$ cat config.mk
export PLATFORM = sky130hd
export DESIGN_NAME = lru_key_value_cache
export DESIGN_NICKNAME = d
export VERILOG_FILES = /design/src/hdl/lkc_pkg.sv /design/src/hdl/lru_key_value_cache.sv /design/src/hdl/lkc_cell.sv /design/src/hdl/lkc_ctrl.sv
export SDC_FILE = /design/constraint.sdc
export NUM_CORES = 2
export LEC_CHECK = 0
export BUFFER_PORTS_ARGS = -buffer_cell sky130_fd_sc_hd__buf_2
export CAP_MARGIN = 20
export CORE_MARGIN = 5
export CORE_UTILIZATION = 67
export CTS_CLUSTER_DIAMETER = 30
export DETAILED_ROUTE_END_ITERATION = 16
export PLACE_DENSITY_LB_ADDON = 0.2
export SLEW_MARGIN = 20
export SYNTH_ARGS = -nofsm -noshare
export SYNTH_HDL_FRONTEND = slang
export SYNTH_SLANG_ARGS = --single-unit
$ cat constraint.sdc
create_clock -name clock -period 72 [get_ports clock]
set_input_delay 7.2 -clock clock [delete_from_list [all_inputs] [get_ports clock]]
set_output_delay 7.2 -clock clock [all_outputs]
set_load 0.05 [all_outputs]
$ cat src/hdl/lkc_pkg.sv
`timescale 1ns / 1ps
`default_nettype none
// ----------------------------------------------------------------------------
// LRU key-value cache package
// Shared widths, codes and the types that pass between the controller and
// the chain of storage cells.
// ----------------------------------------------------------------------------
package lkc_pkg;

   localparam int LKC_DEPTH   = 16;
   localparam int LKC_KEY_W   = 32;
   localparam int LKC_VALUE_W = 32;
   localparam int LKC_LIMIT_W = 5;

   localparam logic [LKC_LIMIT_W-1:0] LKC_LIMIT_RESET = 5'd16;

   localparam logic LKC_ACTION_GET = 1'b0;
   localparam logic LKC_ACTION_SET = 1'b1;

   localparam logic [LKC_VALUE_W-1:0] LKC_MISS_VALUE = '1;
   localparam logic [LKC_VALUE_W-1:0] LKC_SET_VALUE  = '0;

   // one hop of the sweep between neighboring cells
   typedef struct packed {
      logic                   tok;
      logic                   done;
      logic [LKC_KEY_W-1:0]   key;
      logic [LKC_VALUE_W-1:0] value;
   } lkc_link_type;

   // how a sweep ends: at the matching cell, at the last valid cell, or at
   // the first free cell
   typedef struct packed {
      logic hit;
      logic evict;
   } lkc_mode_type;

endpackage
`default_nettype wire

$ cat src/hdl/lru_key_value_cache.sv
`timescale 1ns / 1ps
`default_nettype none
// ----------------------------------------------------------------------------
// LRU key-value cache
// Fully associative key-value store with least-recently-used replacement,
// built as a chain of entry cells kept in recency order.
//
// Request: raise start with req_action (0 get, 1 set), req_key and
// req_write_value; the transfer happens at a clock edge with busy low.
// Response: rsp_strobe is high for one cycle with rsp_hit, rsp_read_value
// and rsp_evicted. There is no back-pressure; the receiver must take it.
// Sequence: a get that misses responds from the compare state; every
// other request sends a token that walks the cell chain one cell a
// cycle, and responds once the token leaves the last cell. busy drops in
// the response cycle, so the next request may transfer at the edge that
// takes the response.
// Capacity: csr_write_enable writes csr_write_data into the capacity limit;
// 0 acts as 1 and values above DEPTH act as DEPTH. Write only while idle.
// Reset: empties the store at once and sets the limit to 16.
// ----------------------------------------------------------------------------
module lru_key_value_cache #(
   parameter int DEPTH = lkc_pkg::LKC_DEPTH
) (
   input  wire logic                                   clock,
   input  wire logic                                   reset,
   input  wire logic                                   start,
   output logic                                        busy,
   input  wire logic                                   req_action,
   input  wire logic signed [lkc_pkg::LKC_KEY_W-1:0]   req_key,
   input  wire logic signed [lkc_pkg::LKC_VALUE_W-1:0] req_write_value,
   output logic                                        rsp_strobe,
   output logic                                        rsp_hit,
   output logic signed [lkc_pkg::LKC_VALUE_W-1:0]      rsp_read_value,
   output logic                                        rsp_evicted,
   input  wire logic                                   csr_write_enable,
   input  wire logic [lkc_pkg::LKC_LIMIT_W-1:0]        csr_write_data
);
   import lkc_pkg::*;

   lkc_link_type           links [0:DEPTH];
   logic [DEPTH-1:0]       valid_vec;
   logic [DEPTH-1:0]       match_vec;
   logic                   load;
   lkc_mode_type           mode;
   logic                   fix_en;
   logic [LKC_VALUE_W-1:0] fix_value;
   logic [LKC_VALUE_W-1:0] read_value;

   lkc_ctrl #(
      .DEPTH (DEPTH)
   ) u_ctrl (
      .clock            (clock),
      .reset            (reset),
      .start            (start),
      .busy             (busy),
      .req_action       (req_action),
      .req_key          (req_key),
      .req_write_value  (req_write_value),
      .csr_write_enable (csr_write_enable),
      .csr_write_data   (csr_write_data),
      .match_vec        (match_vec),
      .link_last        (links[DEPTH]),
      .load             (load),
      .mode             (mode),
      .link_first       (links[0]),
      .fix_en           (fix_en),
      .fix_value        (fix_value),
      .rsp_strobe       (rsp_strobe),
      .rsp_hit          (rsp_hit),
      .rsp_read_value   (read_value),
      .rsp_evicted      (rsp_evicted)
   );

   assign rsp_read_value = read_value;

   for (genvar i = 0; i < DEPTH; i++) begin : g_cell
      logic nv;
      logic fe;
      if (i == DEPTH - 1) begin : g_last
         assign nv = 1'b0;
      end else begin : g_mid
         assign nv = valid_vec[i+1];
      end
      if (i == 0) begin : g_front
         assign fe = fix_en;
      end else begin : g_rest
         assign fe = 1'b0;
      end

      lkc_cell u_cell (
         .clock      (clock),
         .reset      (reset),
         .load       (load),
         .req_key    (req_key),
         .mode       (mode),
         .link_in    (links[i]),
         .link_out   (links[i+1]),
         .next_valid (nv),
         .fix_en     (fe),
         .fix_value  (fix_value),
         .valid      (valid_vec[i]),
         .match      (match_vec[i])
      );
   end

endmodule
`default_nettype wire

$ cat src/hdl/lkc_cell.sv
`timescale 1ns / 1ps
`default_nettype none
// ----------------------------------------------------------------------------
// LRU key-value cache storage cell
// Holds one entry at one recency position. Compares its key on a lookup and
// swaps its entry with the one handed in by its neighbor during a sweep.
// ----------------------------------------------------------------------------
module lkc_cell (
   input  wire logic                           clock,
   input  wire logic                           reset,
   input  wire logic                           load,
   input  wire logic [lkc_pkg::LKC_KEY_W-1:0]  req_key,
   input  wire lkc_pkg::lkc_mode_type          mode,
   input  wire lkc_pkg::lkc_link_type          link_in,
   output lkc_pkg::lkc_link_type               link_out,
   input  wire logic                           next_valid,
   input  wire logic                           fix_en,
   input  wire logic [lkc_pkg::LKC_VALUE_W-1:0] fix_value,
   output logic                                valid,
   output logic                                match
);
   import lkc_pkg::*;

   logic                   valid_ff, valid_in;
   logic [LKC_KEY_W-1:0]   key_ff, key_in;
   logic [LKC_VALUE_W-1:0] value_ff, value_in;
   logic                   match_ff, match_in;
   lkc_link_type           link_ff, link_in_next;
   logic                   take;
   logic                   stop;

   always_comb begin
      take = link_in.tok & ~link_in.done;
      if (mode.hit) begin
         stop = match_ff;
      end else if (mode.evict) begin
         stop = valid_ff & ~next_valid;
      end else begin
         stop = ~valid_ff;
      end

      valid_in = take ? 1'b1 : valid_ff;
      key_in   = take ? link_in.key : key_ff;
      if (take) begin
         value_in = link_in.value;
      end else if (fix_en) begin
         value_in = fix_value;
      end else begin
         value_in = value_ff;
      end

      match_in = load ? (valid_ff && (key_ff == req_key)) : match_ff;

      link_in_next.tok   = link_in.tok;
      link_in_next.done  = link_in.done | (take & stop);
      link_in_next.key   = take ? key_ff : link_in.key;
      link_in_next.value = take ? value_ff : link_in.value;
   end

   always_ff @(posedge clock) begin
      if (reset) begin
         valid_ff    <= 1'b0;
         match_ff    <= 1'b0;
         link_ff.tok <= 1'b0;
      end else begin
         valid_ff <= valid_in;
         match_ff <= match_in;
         link_ff  <= link_in_next;
      end
   end

   always_ff @(posedge clock) begin
      key_ff   <= key_in;
      value_ff <= value_in;
   end

   assign link_out = link_ff;
   assign valid    = valid_ff;
   assign match    = match_ff;

endmodule
`default_nettype wire

$ cat src/hdl/lkc_ctrl.sv
`timescale 1ns / 1ps
`default_nettype none
// ----------------------------------------------------------------------------
// LRU key-value cache controller
// Sequences lookup, sweep and response, keeps the fill count and the
// capacity register.
// ----------------------------------------------------------------------------
module lkc_ctrl #(
   parameter int DEPTH = lkc_pkg::LKC_DEPTH
) (
   input  wire logic                             clock,
   input  wire logic                             reset,
   input  wire logic                             start,
   output logic                                  busy,
   input  wire logic                             req_action,
   input  wire logic [lkc_pkg::LKC_KEY_W-1:0]    req_key,
   input  wire logic [lkc_pkg::LKC_VALUE_W-1:0]  req_write_value,
   input  wire logic                             csr_write_enable,
   input  wire logic [lkc_pkg::LKC_LIMIT_W-1:0]  csr_write_data,
   input  wire logic [DEPTH-1:0]                 match_vec,
   input  wire lkc_pkg::lkc_link_type            link_last,
   output logic                                  load,
   output lkc_pkg::lkc_mode_type                 mode,
   output lkc_pkg::lkc_link_type                 link_first,
   output logic                                  fix_en,
   output logic [lkc_pkg::LKC_VALUE_W-1:0]       fix_value,
   output logic                                  rsp_strobe,
   output logic                                  rsp_hit,
   output logic [lkc_pkg::LKC_VALUE_W-1:0]       rsp_read_value,
   output logic                                  rsp_evicted
);
   import lkc_pkg::*;

   localparam int FILL_W = $clog2(DEPTH + 1);
   localparam int EXT_W  = (FILL_W > LKC_LIMIT_W) ? FILL_W : LKC_LIMIT_W;

   localparam logic [1:0] ST_IDLE  = 2'd0;
   localparam logic [1:0] ST_CMP   = 2'd1;
   localparam logic [1:0] ST_SWEEP = 2'd2;

   logic [1:0]             state_ff, state_in;
   logic                   op_action_ff, op_action_in;
   logic [LKC_KEY_W-1:0]   op_key_ff, op_key_in;
   logic [LKC_VALUE_W-1:0] op_value_ff, op_value_in;
   logic [LKC_LIMIT_W-1:0] limit_ff, limit_in;
   logic [FILL_W-1:0]      fill_ff, fill_in;
   lkc_mode_type           mode_ff, mode_in;
   lkc_link_type           link_ff, link_in;
   logic                   strobe_ff, strobe_in;
   logic                   hit_ff, hit_in;
   logic [LKC_VALUE_W-1:0] read_ff, read_in;
   logic                   evicted_ff, evicted_in;

   logic                   accept;
   logic                   any_match;
   logic [EXT_W-1:0]       lim_ext;
   logic [EXT_W-1:0]       eff_lim;
   logic [EXT_W-1:0]       fill_ext;

   always_comb begin
      accept    = start & (state_ff == ST_IDLE);
      any_match = |match_vec;
      lim_ext   = EXT_W'(limit_ff);
      fill_ext  = EXT_W'(fill_ff);
      if (lim_ext == '0) begin
         eff_lim = EXT_W'(1);
      end else if (lim_ext > EXT_W'(DEPTH)) begin
         eff_lim = EXT_W'(DEPTH);
      end else begin
         eff_lim = lim_ext;
      end

      state_in     = state_ff;
      op_action_in = op_action_ff;
      op_key_in    = op_key_ff;
      op_value_in  = op_value_ff;
      limit_in     = csr_write_enable ? csr_write_data : limit_ff;
      fill_in      = fill_ff;
      mode_in      = mode_ff;
      link_in      = link_ff;
      link_in.tok  = 1'b0;
      strobe_in    = 1'b0;
      hit_in       = hit_ff;
      read_in      = read_ff;
      evicted_in   = evicted_ff;
      fix_en       = 1'b0;
      fix_value    = link_last.value;

      case (state_ff)
         ST_IDLE: begin
            if (accept) begin
               op_action_in = req_action;
               op_key_in    = req_key;
               op_value_in  = req_write_value;
               state_in     = ST_CMP;
            end
         end
         ST_CMP: begin
            mode_in.hit   = any_match;
            mode_in.evict = ~any_match & (fill_ext >= eff_lim);
            if ((op_action_ff == LKC_ACTION_GET) && !any_match) begin
               strobe_in  = 1'b1;
               hit_in     = 1'b0;
               read_in    = LKC_MISS_VALUE;
               evicted_in = 1'b0;
               state_in   = ST_IDLE;
            end else begin
               link_in.tok   = 1'b1;
               link_in.done  = 1'b0;
               link_in.key   = op_key_ff;
               link_in.value = op_value_ff;
               state_in      = ST_SWEEP;
            end
         end
         ST_SWEEP: begin
            if (link_last.tok) begin
               strobe_in = 1'b1;
               hit_in    = mode_ff.hit;
               if (op_action_ff == LKC_ACTION_GET) begin
                  read_in    = link_last.value;
                  evicted_in = 1'b0;
                  fix_en     = 1'b1;
               end else begin
                  read_in    = LKC_SET_VALUE;
                  evicted_in = mode_ff.evict;
                  if (!mode_ff.hit && !mode_ff.evict) begin
                     fill_in = fill_ff + FILL_W'(1);
                  end
               end
               state_in = ST_IDLE;
            end
         end
         default: begin
            state_in = ST_IDLE;
         end
      endcase
   end

   always_ff @(posedge clock) begin
      if (reset) begin
         state_ff    <= ST_IDLE;
         limit_ff    <= LKC_LIMIT_RESET;
         fill_ff     <= '0;
         mode_ff     <= '0;
         link_ff.tok <= 1'b0;
         strobe_ff   <= 1'b0;
      end else begin
         state_ff  <= state_in;
         limit_ff  <= limit_in;
         fill_ff   <= fill_in;
         mode_ff   <= mode_in;
         link_ff   <= link_in;
         strobe_ff <= strobe_in;
      end
   end

   always_ff @(posedge clock) begin
      op_action_ff <= op_action_in;
      op_key_ff    <= op_key_in;
      op_value_ff  <= op_value_in;
      hit_ff       <= hit_in;
      read_ff      <= read_in;
      evicted_ff   <= evicted_in;
   end

   assign busy           = (state_ff != ST_IDLE);
   assign load           = accept;
   assign mode           = mode_ff;
   assign link_first     = link_ff;
   assign rsp_strobe     = strobe_ff;
   assign rsp_hit        = hit_ff;
   assign rsp_read_value = read_ff;
   assign rsp_evicted    = evicted_ff;

endmodule
`default_nettype wire

==> results.py <==
metrics = {
    "critical_path": {
        "worstPathRequired_ns": 72.49,
        "cp.arrival_ns": 10.65,
        "crit_type": "in2reg",
        "path_cells": "buf_2 -> buf_4 -> inv_8 -> buf_4 -> buf_12 -> buf_4",
        "cp_slowest_cell": "buf_4",
        "critical_path.top_delay_family": "buffers and inverters",
        "crit_buf_inv": 6,
        "crit_path_end_kind": "register",
        "crit_fanout": 154,
        "r2r_slack_ns": 68.05,
        "cp_common_cell": "buf_4",
        "max_stage_delay_ns": 0.82,
        "cp-start-kind": "input pin",
    },
    "yosys": {
        "yosys_warnings": 0,
        "synth_area_mm2": 0.0872,
        "yosysTopAreaCellShare": 0.755,
        "synth_seq_area_share": 0.770,
        "avgSynthCellArea_um2": 19.2,
        "synth_nets": 4630,
        "ys_ff_latch": 2258,
        "netlist_top_cells_area": "edfxtp_1 (76%), mux2_2 (13%), xnor2_1 (2.9%), xor2_1 (2.3%), dfxtp_1 (1.5%)",
        "synthArstFlopShare": 0,
        "ys.flop_type": "edfxtp_1",
        "synth_cells": 4547,
        "yosysUniqueCellTypes": 38,
        "synth-edff-count": 2194,
        "yosysTopAreaCell": "edfxtp_1",
    },
    "clock_network": {
        "htree_levels": 5,
        "holdBufCountCts": 0,
        "ctsResizeCount": 0,
        "cts_setup_buffers": 0,
        "clk_latency_ns": 0.92,
        "cts.clk_slew.worst_paths_ns": 0.05,
        "cts_tree": "yes",
        "cts_made_buffers": 399,
        "clock_sinks": 2258,
        "cts_buffer_depth": 4,
        "cts_root_buf": "clkbuf_16",
    },
    "route": {
        "ant_nets": 0,
        "dr.pass1.iters": 12,
        "wire_per_inst_um": 24.9,
        "via_per_inst": 5.94,
        "wirelength_mm": 174,
        "drc": 0,
        "drtIter0Drc": 4098,
        "vias": 41500,
    },
    "placement": {
        "hpwl_mm": 96.2,
        "gp_congestion": 0.821,
        "io_buffers": 109,
    },
    "worst_hold_path": {
        "hold_class": "reg2reg",
    },
    "global_route": {
        "grt_pass1_vias": 43700,
        "grt_usage": 0.256,
        "grt_pass1_wl_mm": 267,
        "antenna_found_initial": 11,
        "grt_max_degree": 197,
        "overflow": 0,
    },
    "timing": {
        "final-max-slew-violation-count": 0,
        "slew_headroom": 0.138,
        "fmaxAchievable_mhz": 98.4,
        "tns_ns": 0,
        "skew_ns": 0.0553,
        "rsz0062_at_grt": "false",
        "worst_slew_pin_slew_ns": 1.29,
        "layout_min_cycle_time_ns": 10.17,
        "hold_viol": 0,
        "fin_crit_sh": 0.141,
        "setup-violations-final": 0,
    },
    "power": {
        "finalPower_mw": 3.55,
        "max-vdd-ir-drop_uv": 35.6,
        "power.density_mw_per_mm2": 34.4,
        "p_leak_nw": 34.5,
    },
    "floorplanning": {
        "die_w_um": 371,
        "core_mm2": 0.129,
        "die_h_um": 371,
        "dieArea_mm2": 0.137,
        "num_rows": 132,
        "top_level_ports": 110,
        "start_util": 0.674,
    },
    "cells_and_area": {
        "drive_gt1_frac": 0.354,
        "synthToLayoutAreaGrowth_pct": 18.5,
        "finalNetCount": 5001,
        "fill_cells": 6034,
        "final_cell_mix": "edfxtp_1 (2194), mux2_2 (993), clkbuf_16 (407)",
        "layout_commonest_cell": "edfxtp_1",
    },
    "job": {
        "max-cap-violations": 0,
    },
    "outcome": {
        "status": "finished clean",
    },
}
state kept, by name, indices dropped and copies added, names as in the netlist, 5 cells and up:
register / count
u_ctrl.op_key_ff: 32
u_ctrl.op_value_ff: 32
u_ctrl.lim_ext: 5
g_cell.u_cell.valid: 16
g_cell.u_cell.value_ff: 512
u_ctrl.rsp_read_value: 32
u_ctrl.fill_ext: 5
g_cell.u_cell.link_out: 1023
g_cell.u_cell.key_ff: 512
g_cell.u_cell.match: 16
u_ctrl.link_first: 65
logic make-up (layout without fill, tap and decap cells):
family,after synthesis,after routing,share of synthesized area
DFF,2258,2258,0.770
muxes,998,998,0.129
xor gates and xnor gates,516,516,0.0518
and+or+nand+nor,402,402,0.0239
buffers and inverters,242,935,0.0164
AOI/OAI and AO/OA,122,122,0.00769
adders and majority gates,9,9,0.00129
other,0,3,0
Yosys cell counts, types with 10 or more instances:
library cell	instances
a21o_1	15
buf_2	121
dfxtp_1	64
mux2_2	993
clkbuf_1	24
nor3_1	17
edfxtp_1	2194
inv_1	39
nor4_1	68
nor2_1	92
buf_4	12
xor2_1	227
o21ai_1	10
xnor2_1	289
o21ai_0	88
nor2b_1	31
buf_6	43
nand2_1	83
nand4_1	99
per-stage QoR:
stage                     cell area (um2)  setup slack (ns)  hold WS (ns)  std cells   util
after floorplan                     87200             43.47         0.400       4547      -
after global placement              89300             61.10         0.400       6259  0.690
after detailed placement            89300             61.07         0.405       6259  0.690
after CTS                          103000             61.98         0.410       6982  0.798
after global routing               103000             61.73         0.416       6982  0.798
final                              103000             61.84         0.409       6985  0.798
power breakdown:
part	total, mW	switching [mW]	internal [mW]
clock network	1.95	0.644	1.30
logic	0.0943	0.0592	0.0351
registers	1.51	0.0204	1.49
path summary, 6_finish.rpt:
kind / start / end / cells past startpoint
setup reg to reg: g_cell[9].u_cell.match$_SDFFE_PP0P_ / u_ctrl.rsp_read_value[13]$_SDFFCE_PN1P_ / 4
hold reg to reg: g_cell[14].u_cell.link_out[61]$_DFFE_PN_ / g_cell[15].u_cell.key_ff[29]$_DFFE_PP_ / 0
hold / removal: g_cell[14].u_cell.link_out[61]$_DFFE_PN_ / g_cell[15].u_cell.key_ff[29]$_DFFE_PP_ / 0
setup / recovery: reset / g_cell[11].u_cell.link_out[23]$_DFFE_PN_ / 6
routing by layer:
layer  global-route usage  vias up  wire [um]
li1                     -    18300          -
met1                0.375    21200      74700
met2                0.399     1560      83200
met3               0.0450      353      11100
met4               0.0911        2       5180
met5                    0        -         13
layout make-up:
| type | count | area [um2] | area share |
|---|---|---|---|
| diodes | 3 | 7.51 | 0.0000726 |
| well taps | 1742 | 2180 | 0.0211 |
| multi-input cells | 2047 | 18800 | 0.181 |
| clock inverters | 285 | 3700 | 0.0358 |
| inverters | 39 | 154 | 0.00149 |
| clock buffers | 438 | 10300 | 0.100 |
| repair buffers | 173 | 1070 | 0.0103 |
| flip-flops and latches | 2258 | 67200 | 0.650 |
Power figures use the tool's default switching activity.
